--- src/sv/assert_macros.svh ---
// ----------------------------------------------------------------------------
// Assertion macros
// Shared concurrent assertion wrappers; empty when SYNTHESIS is defined.
// ----------------------------------------------------------------------------
`ifndef ASSERT_MACROS_SVH
`define ASSERT_MACROS_SVH

`ifndef SYNTHESIS
`define DSHTX_ASSERT_IMPL(lbl, clk, rst_n, ante, cons) \
    lbl: assert property (@(posedge clk) disable iff (!rst_n) (ante) |-> (cons)) \
        else $error("dshtx assertion failed");
`define DSHTX_ASSERT_NEXT(lbl, clk, rst_n, ante, cons) \
    lbl: assert property (@(posedge clk) disable iff (!rst_n) (ante) |=> (cons)) \
        else $error("dshtx assertion failed");
`else
`define DSHTX_ASSERT_IMPL(lbl, clk, rst_n, ante, cons)
`define DSHTX_ASSERT_NEXT(lbl, clk, rst_n, ante, cons)
`endif

`endif

--- src/sv/dshtx_pkg.sv ---
// ----------------------------------------------------------------------------
// DShot frame transmitter package
// Word kinds, register indexes, reset values and shared structs.
// ----------------------------------------------------------------------------
package dshtx_pkg;

    typedef enum logic [1:0] {
        KIND_SET   = 2'd0,
        KIND_START = 2'd1,
        KIND_TICK  = 2'd2
    } t_kind;

    typedef enum logic [2:0] {
        CFG_ONE_HIGH  = 3'd0,
        CFG_ONE_LOW   = 3'd1,
        CFG_ZERO_HIGH = 3'd2,
        CFG_ZERO_LOW  = 3'd3,
        CFG_MOTOR_CNT = 3'd4
    } t_cfg_idx;

    localparam logic [9:0]  RST_ONE_HIGH   = 10'd110;
    localparam logic [9:0]  RST_ONE_LOW    = 10'd36;
    localparam logic [9:0]  RST_ZERO_HIGH  = 10'd47;
    localparam logic [9:0]  RST_ZERO_LOW   = 10'd100;
    localparam logic [2:0]  RST_MOTOR_CNT  = 3'd0;
    localparam logic [10:0] TELEM_LIMIT    = 11'd48;
    localparam logic [3:0]  NIBBLE_MASK    = 4'hF;
    localparam logic [4:0]  FRAME_BITS     = 5'd16;

    typedef struct packed {
        logic [9:0] one_high;
        logic [9:0] one_low;
        logic [9:0] zero_high;
        logic [9:0] zero_low;
        logic [2:0] motor_cnt;
    } t_cfg;

    typedef struct packed {
        logic        refused;
        logic [15:0] packet;
        logic        busy_res;
        logic [1:0]  active_motor;
        logic        line_high;
    } t_result;

endpackage

--- src/sv/dshtx_encode.sv ---
// ----------------------------------------------------------------------------
// DShot packet encoder
// Throttle to 16-bit packet: telemetry bit and XOR nibble checksum.
// ----------------------------------------------------------------------------
module dshtx_encode (
    input  logic [10:0] i_throttle,
    output logic [15:0] o_packet
);

    logic        telem;
    logic [11:0] value;
    logic [3:0]  crc;

    assign telem    = (i_throttle != 11'd0) && (i_throttle < dshtx_pkg::TELEM_LIMIT);
    assign value    = {i_throttle, telem};
    assign crc      = (value[3:0] ^ value[7:4] ^ value[11:8]) & dshtx_pkg::NIBBLE_MASK;
    assign o_packet = {value, crc};

endmodule

--- src/sv/dshtx_cfg.sv ---
// ----------------------------------------------------------------------------
// DShot configuration registers
// Bit timing and motor count, written through the configuration channel.
// ----------------------------------------------------------------------------
module dshtx_cfg (
    input  logic             i_clk,
    input  logic             i_rst_n,
    input  logic             i_wr,
    input  logic [2:0]       i_index,
    input  logic [9:0]       i_data,
    output dshtx_pkg::t_cfg  o_cfg
);

    dshtx_pkg::t_cfg r_cfg;
    dshtx_pkg::t_cfg n_cfg;

    always_comb begin
        n_cfg = r_cfg;
        if (i_wr) begin
            unique case (dshtx_pkg::t_cfg_idx'(i_index))
                dshtx_pkg::CFG_ONE_HIGH:  n_cfg.one_high  = i_data;
                dshtx_pkg::CFG_ONE_LOW:   n_cfg.one_low   = i_data;
                dshtx_pkg::CFG_ZERO_HIGH: n_cfg.zero_high = i_data;
                dshtx_pkg::CFG_ZERO_LOW:  n_cfg.zero_low  = i_data;
                dshtx_pkg::CFG_MOTOR_CNT: n_cfg.motor_cnt = i_data[2:0];
                default:                  n_cfg = r_cfg;
            endcase
        end
    end

    always_ff @(posedge i_clk) begin
        if (!i_rst_n) begin
            r_cfg.one_high  <= dshtx_pkg::RST_ONE_HIGH;
            r_cfg.one_low   <= dshtx_pkg::RST_ONE_LOW;
            r_cfg.zero_high <= dshtx_pkg::RST_ZERO_HIGH;
            r_cfg.zero_low  <= dshtx_pkg::RST_ZERO_LOW;
            r_cfg.motor_cnt <= dshtx_pkg::RST_MOTOR_CNT;
        end else begin
            r_cfg <= n_cfg;
        end
    end

    assign o_cfg = r_cfg;

endmodule

--- src/sv/dshtx_engine.sv ---
// ----------------------------------------------------------------------------
// DShot send engine
// Packet store, bit shifter and phase counter; one word per advance.
// ----------------------------------------------------------------------------
`include "assert_macros.svh"

module dshtx_engine #(
    parameter int NUM_MOTORS = 4
) (
    input  logic                i_clk,
    input  logic                i_rst_n,
    input  logic                i_advance,
    input  logic [1:0]          i_kind,
    input  logic [1:0]          i_motor,
    input  logic [15:0]         i_packet,
    input  dshtx_pkg::t_cfg     i_cfg,
    output dshtx_pkg::t_result  o_result
);

    localparam int IDX_W = (NUM_MOTORS > 1) ? $clog2(NUM_MOTORS) : 1;
    localparam int AW    = (IDX_W > 3) ? IDX_W : 3;

    logic [15:0] r_store [NUM_MOTORS];
    logic [15:0] r_shift;
    logic [4:0]  r_bits_left;
    logic [9:0]  r_phase;
    logic        r_low;
    logic [2:0]  r_cur;
    logic        r_sending;

    logic [15:0] n_shift;
    logic [4:0]  n_bits_left;
    logic [9:0]  n_phase;
    logic        n_low;
    logic [2:0]  n_cur;
    logic        n_sending;

    logic [2:0]    cnt;
    logic [9:0]    limit_raw;
    logic [9:0]    limit;
    logic [9:0]    phase_inc;
    logic [2:0]    ld_motor;
    logic [AW-1:0] ld_wide;
    logic [AW-1:0] wr_wide;
    logic [15:0]   ld_word;
    logic          ld_en;
    logic          store_wr;
    logic          refused;

    assign cnt = (32'(i_cfg.motor_cnt) > NUM_MOTORS) ? 3'(NUM_MOTORS) : i_cfg.motor_cnt;

    always_comb begin
        unique case ({r_low, r_shift[15]})
            2'b01:   limit_raw = i_cfg.one_high;
            2'b00:   limit_raw = i_cfg.zero_high;
            2'b11:   limit_raw = i_cfg.one_low;
            default: limit_raw = i_cfg.zero_low;
        endcase
    end

    assign limit     = (limit_raw == 10'd0) ? 10'd1 : limit_raw;
    assign phase_inc = r_phase + 10'd1;
    assign ld_wide   = AW'(ld_motor);
    assign wr_wide   = AW'(i_motor);
    assign ld_word   = r_store[ld_wide[IDX_W-1:0]];
    assign store_wr  = i_advance && (dshtx_pkg::t_kind'(i_kind) == dshtx_pkg::KIND_SET)
                       && (32'(i_motor) < NUM_MOTORS);

    always_comb begin
        n_shift     = r_shift;
        n_bits_left = r_bits_left;
        n_phase     = r_phase;
        n_low       = r_low;
        n_cur       = r_cur;
        n_sending   = r_sending;
        ld_en       = 1'b0;
        ld_motor    = 3'd0;
        refused     = 1'b0;
        unique case (dshtx_pkg::t_kind'(i_kind))
            dshtx_pkg::KIND_SET: begin
                n_sending = r_sending;
            end
            dshtx_pkg::KIND_START: begin
                if (r_sending) begin
                    refused = 1'b1;
                end else if (cnt != 3'd0) begin
                    n_sending = 1'b1;
                    ld_en     = 1'b1;
                end
            end
            dshtx_pkg::KIND_TICK: begin
                if (r_sending) begin
                    if (phase_inc < limit) begin
                        n_phase = phase_inc;
                    end else begin
                        n_phase = 10'd0;
                        if (!r_low) begin
                            n_low = 1'b1;
                        end else begin
                            n_low       = 1'b0;
                            n_shift     = {r_shift[14:0], 1'b0};
                            n_bits_left = r_bits_left - 5'd1;
                            if (r_bits_left == 5'd1) begin
                                if ((r_cur + 3'd1) < cnt) begin
                                    ld_en    = 1'b1;
                                    ld_motor = r_cur + 3'd1;
                                end else begin
                                    n_sending = 1'b0;
                                    n_cur     = 3'd0;
                                    n_shift   = 16'd0;
                                end
                            end
                        end
                    end
                end
            end
            default: begin
                n_sending = r_sending;
            end
        endcase
        if (ld_en) begin
            n_cur       = ld_motor;
            n_shift     = ld_word;
            n_bits_left = dshtx_pkg::FRAME_BITS;
            n_phase     = 10'd0;
            n_low       = 1'b0;
        end
    end

    always_ff @(posedge i_clk) begin
        if (!i_rst_n) begin
            for (int k = 0; k < NUM_MOTORS; k++) begin
                r_store[k] <= 16'd0;
            end
            r_shift     <= 16'd0;
            r_bits_left <= 5'd0;
            r_phase     <= 10'd0;
            r_low       <= 1'b0;
            r_cur       <= 3'd0;
            r_sending   <= 1'b0;
        end else begin
            if (store_wr) begin
                r_store[wr_wide[IDX_W-1:0]] <= i_packet;
            end
            if (i_advance) begin
                r_shift     <= n_shift;
                r_bits_left <= n_bits_left;
                r_phase     <= n_phase;
                r_low       <= n_low;
                r_cur       <= n_cur;
                r_sending   <= n_sending;
            end
        end
    end

    assign o_result.line_high    = n_sending && !n_low;
    assign o_result.active_motor = n_sending ? n_cur[1:0] : 2'd0;
    assign o_result.busy_res     = n_sending;
    assign o_result.packet       = (dshtx_pkg::t_kind'(i_kind) == dshtx_pkg::KIND_SET)
                                   ? i_packet : 16'd0;
    assign o_result.refused      = refused;

    `DSHTX_ASSERT_IMPL(a_bits_live, i_clk, i_rst_n, r_sending,
        (r_bits_left != 5'd0) && (r_bits_left <= dshtx_pkg::FRAME_BITS))
    `DSHTX_ASSERT_IMPL(a_idle_clean, i_clk, i_rst_n, !r_sending,
        (r_cur == 3'd0) && (r_shift == 16'd0) && !r_low && (r_phase == 10'd0))
    `DSHTX_ASSERT_NEXT(a_refuse_keeps, i_clk, i_rst_n, i_advance && refused,
        r_sending && $stable(r_cur) && $stable(r_bits_left))
    `DSHTX_ASSERT_IMPL(a_cur_in_range, i_clk, i_rst_n, r_sending, r_cur < cnt)

endmodule

--- src/sv/dshot600_frame_transmitter.sv ---
// ----------------------------------------------------------------------------
// DShot600 frame transmitter
// Stores encoded packets for up to NUM_MOTORS motors and steps their frames
// bit by bit on tick words, reporting line level and status per word.
// ----------------------------------------------------------------------------
//  channel   dir  handshake                  payload
//  s_axis    in   i_s_axis_tvalid/o_..tready tdata: throttle, motor; tuser: kind
//  m_axis    out  o_m_axis_tvalid/i_..tready tdata: line_high .. refused
//  cfg       in   i_cfg_valid/o_cfg_ready    i_cfg_index, i_cfg_data
//
//  One word per cycle sustained while the output is not stalled; a result
//  leaves through the input register, then the result register.
//  Reset is synchronous, active low, and clears store, state and config.
//  A stalled result holds in the result register; the input register fills
//  behind it, then tready drops.
// ----------------------------------------------------------------------------
module dshot600_frame_transmitter #(
    parameter int NUM_MOTORS = 4
) (
    input  logic        i_clk,
    input  logic        i_rst_n,
    input  logic        i_s_axis_tvalid,
    output logic        o_s_axis_tready,
    input  logic [15:0] i_s_axis_tdata,   // [10:0] throttle, [12:11] motor
    input  logic [1:0]  i_s_axis_tuser,   // [1:0] kind
    output logic        o_m_axis_tvalid,
    input  logic        i_m_axis_tready,
    output logic [23:0] o_m_axis_tdata,   // [0] line_high, [2:1] active_motor,
                                          // [3] busy_res, [19:4] packet, [20] refused
    input  logic        i_cfg_valid,
    output logic        o_cfg_ready,
    input  logic [2:0]  i_cfg_index,
    input  logic [9:0]  i_cfg_data
);

    logic        r_in_valid;
    logic [1:0]  r_kind;
    logic [10:0] r_throttle;
    logic [1:0]  r_motor;

    logic               r_out_valid;
    dshtx_pkg::t_result r_out;

    logic               advance;
    logic               take_in;
    logic [15:0]        packet;
    dshtx_pkg::t_cfg    cfg;
    dshtx_pkg::t_result result;

    assign advance         = r_in_valid && (!r_out_valid || i_m_axis_tready);
    assign o_s_axis_tready = !r_in_valid || advance;
    assign take_in         = i_s_axis_tvalid && o_s_axis_tready;
    assign o_cfg_ready     = 1'b1;

    always_ff @(posedge i_clk) begin
        if (!i_rst_n) begin
            r_in_valid <= 1'b0;
        end else if (take_in) begin
            r_in_valid <= 1'b1;
        end else if (advance) begin
            r_in_valid <= 1'b0;
        end
    end

    always_ff @(posedge i_clk) begin
        if (take_in) begin
            r_kind     <= i_s_axis_tuser;
            r_throttle <= i_s_axis_tdata[10:0];
            r_motor    <= i_s_axis_tdata[12:11];
        end
    end

    dshtx_cfg u_cfg (
        .i_clk   (i_clk),
        .i_rst_n (i_rst_n),
        .i_wr    (i_cfg_valid && o_cfg_ready),
        .i_index (i_cfg_index),
        .i_data  (i_cfg_data),
        .o_cfg   (cfg)
    );

    dshtx_encode u_encode (
        .i_throttle (r_throttle),
        .o_packet   (packet)
    );

    dshtx_engine #(
        .NUM_MOTORS (NUM_MOTORS)
    ) u_engine (
        .i_clk     (i_clk),
        .i_rst_n   (i_rst_n),
        .i_advance (advance),
        .i_kind    (r_kind),
        .i_motor   (r_motor),
        .i_packet  (packet),
        .i_cfg     (cfg),
        .o_result  (result)
    );

    always_ff @(posedge i_clk) begin
        if (!i_rst_n) begin
            r_out_valid <= 1'b0;
        end else if (advance) begin
            r_out_valid <= 1'b1;
        end else if (i_m_axis_tready) begin
            r_out_valid <= 1'b0;
        end
    end

    always_ff @(posedge i_clk) begin
        if (advance) begin
            r_out <= result;
        end
    end

    assign o_m_axis_tvalid = r_out_valid;
    assign o_m_axis_tdata  = {3'd0, r_out};

endmodule

--- config.mk ---
export PLATFORM = sky130hd
export DESIGN_NAME = dshot600_frame_transmitter
export DESIGN_NICKNAME = d
export VERILOG_FILES = /design/src/sv/dshtx_pkg.sv /design/src/sv/dshtx_encode.sv /design/src/sv/dshtx_cfg.sv /design/src/sv/dshtx_engine.sv /design/src/sv/dshot600_frame_transmitter.sv
export VERILOG_INCLUDE_DIRS = /design/src /design/src/sv
export SDC_FILE = /design/constraint.sdc
export NUM_CORES = 1
export LEC_CHECK = 0
export BUFFER_PORTS_ARGS = -buffer_cell sky130_fd_sc_hd__buf_2
export CORE_MARGIN = 4
export CORE_UTILIZATION = 35
export DETAILED_ROUTE_END_ITERATION = 6
export GPL_TIMING_DRIVEN = 1
export PLACE_DENSITY = 0.54
export SYNTH_ARGS = -nofsm -noshare
export SYNTH_HDL_FRONTEND = slang
export SYNTH_SLANG_ARGS = --single-unit
export TNS_END_PERCENT = 30
--- constraint.sdc ---
create_clock -name i_clk -period 9.5 [get_ports i_clk]
set_input_delay 0 -clock i_clk [delete_from_list [all_inputs] [get_ports i_clk]]
set_output_delay 0 -clock i_clk [all_outputs]
set_load 0.01 [all_outputs]
==> results of run 1 <==
## layout make-up
cell class | count | share of cell area, %
clock inverter | 15 | 2.01
clock buffer | 17 | 4.33
multi-input combinational | 528 | 35.7
inverter | 20 | 0.764
timing repair buffer | 88 | 6.04
tap | 319 | 4.06
sequential | 181 | 47.1
## worst register-to-register path: cells and delay by family (launching register included)
kind            cells  cell delay [ns]
flops               1             0.98
simple gates        2             0.28
compound gates      6             2.00
fa+ha+maj           1             0.24
buf+inv             1             0.08
mux                 1             0.65
## routing by layer
| layer | global-route usage (%) | up-vias | share of wire [%] |
|---|---|---|---|
| met5 | 0 | - | 0 |
| met4 | 4.92 | 0 | 1.6 |
| met3 | 2.95 | 26 | 3.9 |
| met1 | 19.8 | 2752 | 45 |
| met2 | 27.9 | 142 | 50 |
| li1 | - | 2891 | - |
## power groups by stage
stage / clock network, uW / registers, uW / logic [uW]
5_1_grt: 793 / 866 / 99.7
3_3_place_gp: 0 / 881 / 81.5
3_5_place_dp: 0 / 881 / 81.5
6_report: 745 / 863 / 89.9
4_1_cts: 763 / 863 / 90.8
2_1_floorplan: 0 / 878 / 48.3
## state kept, by name, summed over array words and instances, names as in the netlist, 3 cells and up
name / flops
u_engine.r_shift: 16
r_throttle: 11
u_engine.r_cur: 3
u_cfg.o_cfg: 43
u_engine.r_store: 64
u_engine.r_phase: 10
u_engine.r_bits_left: 5
o_m_axis_tdata: 21
## cells by family (layout without fill, tap and decap cells)
family	after synthesis	after routing	share of synthesized area, %
compound gates	154	154	12.2
simple gates	290	290	17.4
mux	44	44	7.16
xor+xnor	18	18	1.87
other cells	2	4	0.0891
flops	181	181	54.9
fa+ha+maj	18	18	2.67
buf+inv	64	140	3.76
## path summary, 6_finish.rpt
check | to | from | cells after the start | slack, ns
max | u_engine.r_bits_left[0]$_SDFFE_PN0P_ | u_engine.r_low$_SDFFE_PN0P_ | 11 | 5.14
min | u_cfg.o_cfg[0]$_SDFFE_PN0P_ | i_cfg_index[2] | 4 | 0.11
max reg2reg | u_engine.r_bits_left[0]$_SDFFE_PN0P_ | u_engine.r_low$_SDFFE_PN0P_ | 11 | 5.14
min reg2reg | u_cfg.o_cfg[26]$_SDFFE_PN0P_ | u_cfg.o_cfg[26]$_SDFFE_PN0P_ | 2 | 0.46
## stage by stage
step | utilization, % | setup slack (ns) | instances | cell area [sq um]
after CTS | 41.7 | 5.09 | 1168 | 9830
after detailed placement | 37.9 | 5.11 | 1108 | 8920
after global routing | 41.7 | 4.77 | 1168 | 9830
final | 41.7 | 5.14 | 1168 | 9830
after global placement | 37.9 | 5.10 | 1108 | 8920
after floorplan | - | 6.15 | 773 | 8430
## placed cells by master (no fill, tap or decap), drive strengths merged, types with 9 or more instances in the layout
cell and count:
xor2 10, a21oi 47, clkbuf 17, nor2 44
a22oi 20, buf 60, nor2b 9, inv 30
nand2 96, nand3 27, edfxtp 100, a21boi 33
o21ai 25, and3 24, dfxtp 81, mux2 30
dlygate4sd3 28, mux4 10, and2 49, ha 18
==> flow_metrics.py, run 1 <==
metrics = {
    "routing": {
        "ant_nets": 0,
        "wire_per_inst_um": 17.2,
        "wirelength_um": 20100,
        "drc": 0,
        "drt_iter0_drc": 378,
        "firstDrtPassIters": 5,
        "vias": 5811,
        "vias_per_cell": 4.98,
    },
    "yosys": {
        "ys_ff_latch": 181,
        "synth.distinct_cells": 62,
        "postSynth.asyncResetShare_pct": 0,
        "synth_top_area_share_pct": 35.6,
        "synth_area_leaders": "edfxtp_1 (36%), dfxtp_1 (19%), nand2_1 (4.3%)",
        "yosysMostFrequentCell": "edfxtp_1",
        "syn_area_sq_um": 8420,
        "synth_top_area_cell": "edfxtp_1",
        "ys.flop_type": "edfxtp_1",
        "netlist_instances": 771,
        "ys_seq_area_share_pct": 54.9,
        "synth_edf_count": 100,
        "yosys_warnings": 0,
        "yosys-top-cells-count": "edfxtp_1 (100), nand2_1 (96), dfxtp_1 (81), and2_1 (49), a21oi_1 (47)",
        "avgSynthCellArea_sq_um": 10.9,
    },
    "clocking": {
        "cts_hold_buf": 28,
        "clk_path_buf_depth": 2,
        "cts-root-buf": "clkbuf_16",
        "cts.repair.resized": 0,
        "cts_buffers": 17,
        "cts_tree": "built",
        "cts-htree-levels": 4,
        "insertion_delay_ns": 0.44,
        "cts_setup_buffers": 0,
        "clk_pin_slew_ns": 0.08,
        "cts.sinks": 181,
    },
    "pwr": {
        "p_int_uw": 1250,
        "p_total_uw": 1700,
        "switching_power_uw": 445,
        "seq_power_share_pct": 50.8,
        "p_leak_uw": 0.00381,
        "comb_power_share_pct": 5.3,
        "pwr_density_cell_nw_per_um2": 173,
        "ir_drop_uv": 112,
        "switching_share_pct": 26.2,
        "p_clk_share_pct": 43.9,
    },
    "floorplan": {
        "coreArea_sq_um": 23500,
        "dieArea_sq_um": 26600,
        "pin_count": 63,
        "die_w_um": 163,
        "fp-row-count": 56,
        "initial_utilization_pct": 35.8,
        "die_h_um": 163,
    },
    "grt": {
        "grt_first_pass_wirelength_um": 32800,
        "grt_max_degree": 81,
        "globalRoute.totalOverflow": 0,
        "antenna_found_initial": 0,
        "grt_pass1_vias": 6096,
        "track_usage_pct": 15.9,
    },
    "timing": {
        "fmax_mhz": 229,
        "fin_skew_ns": 0.0175,
        "rsz0062_at_grt": "false",
        "layout_min_cycle_time_ns": 4.36,
        "fin_crit_sh_pct": 45.9,
        "max_slew_margin_pct": 33.3,
        "slew_viol_final": 0,
        "setup_tns_ns": 0,
        "finalHoldViolations": 0,
        "hold_slack_ns": 0.114,
        "setup_viol": 0,
        "worst_slew_pin_slew_ns": 0.999,
    },
    "worst_setup_path": {
        "cp.required_ns": 9.81,
        "crit_chain": "mux4_2 > inv_1 > ha_1 > a21oi_1 > a21boi_0 > a2111o_1 > o221a_4 > o21ai_2 > nor2_1 > a21oi_1 > nor2_1",
        "endpoint_kind": "register",
        "critPathMaxStageDelay_ns": 0.98,
        "worstPathArrival_ns": 4.67,
        "cp-start-kind": "register",
        "critical-path-top-delay-family": "compound AO/OA/AOI/OAI gates",
        "cp_max_fo": 21,
        "crit_type": "reg -> reg",
        "cp_slowest_cell": "dfxtp_1",
        "critPathBufInv": 1,
    },
    "placement": {
        "gp_congestion": 0.721,
        "dp_hpwl_um": 12400,
        "io_buffers": 55,
    },
    "run": {
        "maxCapViolCount": 0,
    },
    "final_layout": {
        "n_antenna_cell": 0,
        "fin_nets": 890,
        "drive_gt1_share_pct": 16.7,
        "multi_input_area_sq_um": 3510,
        "fillers": 2304,
        "area_growth_pct": 16.6,
        "ff_latch_area_sq_um": 4620,
    },
    "min_path": {
        "min_path_type": "in -> reg",
    },
    "outcome": {
        "status": "complete, no violations",
    },
}
(Power assumes the default switching activity.)
==> run 2: changes to the inputs <==
==> constraint.sdc (replaced) <==
create_clock -name i_clk -period 4.3 [get_ports i_clk]
set_input_delay 0 -clock i_clk [delete_from_list [all_inputs] [get_ports i_clk]]
set_output_delay 0 -clock i_clk [all_outputs]
set_load 0.01 [all_outputs]
==> flow_metrics.py, run 2 (synthesis gave the netlist of run 1 again) <==
metrics = {
    "outcome": {
        "status": "complete, no violations",
    },
    "pwr": {
        "p_clk_share_pct": 43.5,
        "p_leak_uw": 0.00386,
        "p_int_uw": 2760,
        "switching_power_uw": 965,
        "seq_power_share_pct": 51.2,
        "ir_drop_uv": 284,
        "switching_share_pct": 25.9,
        "pwr_density_cell_nw_per_um2": 376,
        "comb_power_share_pct": 5.3,
    },
    "grt": {
        "grt_pass1_vias": 6142,
        "globalRoute.totalOverflow": 0,
        "grt_max_degree": 79,
        "track_usage_pct": 16.0,
        "grt_first_pass_wirelength_um": 33200,
        "antenna_found_initial": 0,
    },
    "timing": {
        "worst_slew_pin_slew_ns": 0.926,
        "rsz0062_at_grt": "false",
        "fmax_mhz": 257,
        "max_slew_margin_pct": 38.1,
        "fin_crit_sh_pct": 90.6,
        "slew_viol_final": 0,
        "fin_skew_ns": 0.0173,
        "setup_viol": 0,
        "layout_min_cycle_time_ns": 3.90,
        "setup_tns_ns": 0,
        "finalHoldViolations": 0,
        "setup_ws_ns": 0.402,
    },
    "clocking": {
        "clk_path_buf_depth": 2,
        "cts_buffers": 17,
        "cts-htree-levels": 4,
        "insertion_delay_ns": 0.44,
        "cts_tree": "built",
        "cts.sinks": 181,
        "cts_setup_buffers": 0,
        "clk_pin_slew_ns": 0.07,
        "cts-root-buf": "clkbuf_16",
    },
    "final_layout": {
        "multi_input_area_sq_um": 3510,
        "final_cell_mix": "edfxtp_1 (100), nand2_1 (96), dfxtp_1 (81)",
        "ff_latch_area_sq_um": 4620,
        "fin_nets": 900,
        "largest_reg_flops": 64,
        "n_antenna_cell": 0,
        "drive_gt1_share_pct": 17.7,
        "fillers": 2309,
        "largest_register": "u_engine.r_store",
        "area_growth_pct": 17.6,
        "final_common_cell": "edfxtp_1",
    },
    "floorplan": {
        "fp-row-count": 56,
        "pin_count": 63,
        "die_w_um": 163,
        "initial_utilization_pct": 35.8,
        "coreArea_sq_um": 23500,
        "die_h_um": 163,
        "dieArea_sq_um": 26600,
    },
    "routing": {
        "firstDrtPassIters": 4,
        "drt_iter0_drc": 341,
        "wire_per_inst_um": 17.2,
        "vias_per_cell": 5.02,
        "drc": 0,
        "vias": 5908,
        "wirelength_um": 20300,
        "ant_nets": 0,
    },
    "run": {
        "maxCapViolCount": 0,
    },
    "worst_setup_path": {
        "critical-path-top-delay-family": "compound AO/OA/AOI/OAI gates",
        "cp-start-kind": "register",
        "cp_slowest_cell": "a2111o_1",
        "crit_type": "reg -> reg",
        "cpMostUsedCell": "a21oi_1",
        "cp_max_fo": 16,
        "crit_chain": "ha_1 > and3_1 > and3_1 > nand3_1 > xnor2_1 > ha_1 > a21oi_1 > a21boi_0 > a2111o_1 > o221a_4 > nand3_4 > buf_12 > mux2_2 > a21oi_1 > a21oi_1",
        "critPathBufInv": 1,
        "critPathMaxStageDelay_ns": 0.46,
        "endpoint_kind": "register",
        "worstPathArrival_ns": 4.21,
        "cp.required_ns": 4.62,
    },
    "placement": {
        "dp_slack_ns": 0.403,
        "io_buffers": 55,
        "dp_hpwl_um": 12800,
        "gp_congestion": 0.741,
    },
    "min_path": {
        "min_path_type": "in -> reg",
    },
}
==> run 2: cell count changes in the layout (fill, tap and decap cells not counted), sizes merged <==
cell / before / now
clkinv: 5 / 7
clkinvlp: 0 / 1
inv: 30 / 27
buf: 60 / 70
==> run 2: final timing paths <==
kind	startpoint	endpoint	slack, ns	cells past startpoint
setup / recovery	u_engine.r_phase[0]$_SDFFE_PN0P_	u_engine.r_shift[4]$_SDFFE_PN0P_	0.40	15
hold reg to reg	u_cfg.o_cfg[6]$_SDFFE_PN0P_	u_cfg.o_cfg[6]$_SDFFE_PN0P_	0.47	2
hold / removal	i_rst_n	u_engine.r_bits_left[2]$_SDFFE_PN0P_	0.02	3
setup reg to reg	u_engine.r_phase[0]$_SDFFE_PN0P_	u_engine.r_shift[4]$_SDFFE_PN0P_	0.40	15
==> run 2: worst reg2reg max path, stage by stage, from the launching register on <==
cell and delay [ns]:
dfxtp_1 0.41, ha_1 0.26, and3_1 0.20, and3_1 0.25
nand3_1 0.11, xnor2_1 0.21, ha_1 0.29, a21oi_1 0.15
a21boi_0 0.13, a2111o_1 0.46, o221a_4 0.28, nand3_4 0.23
buf_12 0.19, mux2_2 0.35, a21oi_1 0.17, a21oi_1 0.08
==> run 2: stage by stage <==
stage / total power (uW) / instances / hold WS, ns / area (sq um) / util (%)
after detailed placement: 2130 / 1118 / 0.178 / 9010 / 38.3
final: 3720 / 1178 / 0.0210 / 9910 / 42.1
after CTS: 3760 / 1178 / 0.00858 / 9910 / 42.1
after global placement: 2130 / 1118 / 0.177 / 9010 / 38.3
after floorplan: 2050 / 773 / 0.0989 / 8430 / -
after global routing: 3860 / 1178 / 0.0375 / 9910 / 42.1
==> run 2: layer usage <==
layer	wire length, um	share of wire [%]	vias to the layer above	global-route usage (%)
met1	9180	45	2858	20.5
met4	323	1.6	0	4.54
met3	784	3.9	18	3.10
met5	0	0	-	0
met2	10000	49	118	27.5
li1	-	-	2914	-
==> run 2: repair_timing <==
action                                 4_1_cts  5_1_grt
endpoints found under the hold margin       60        0
gates resized for setup                      0        0
hold buffers                                28        0
==> run 2: power by group through the flow <==
stage	Clock, uW	Sequential [uW]	Combinational [uW]
global placement	0	1950	179
detailed placement	0	1950	180
floorplan	0	1940	107
finish	1620	1910	198
global route	1730	1910	220
CTS	1650	1910	201
==> run 2: final cells by class <==
class	count	area share [%]
clock inverter	15	1.94
multi-input combinational	528	35.4
inverter	20	0.758
clock buffer	17	4.29
sequential	181	46.7
timing repair buffer	98	6.87
tap	319	4.03
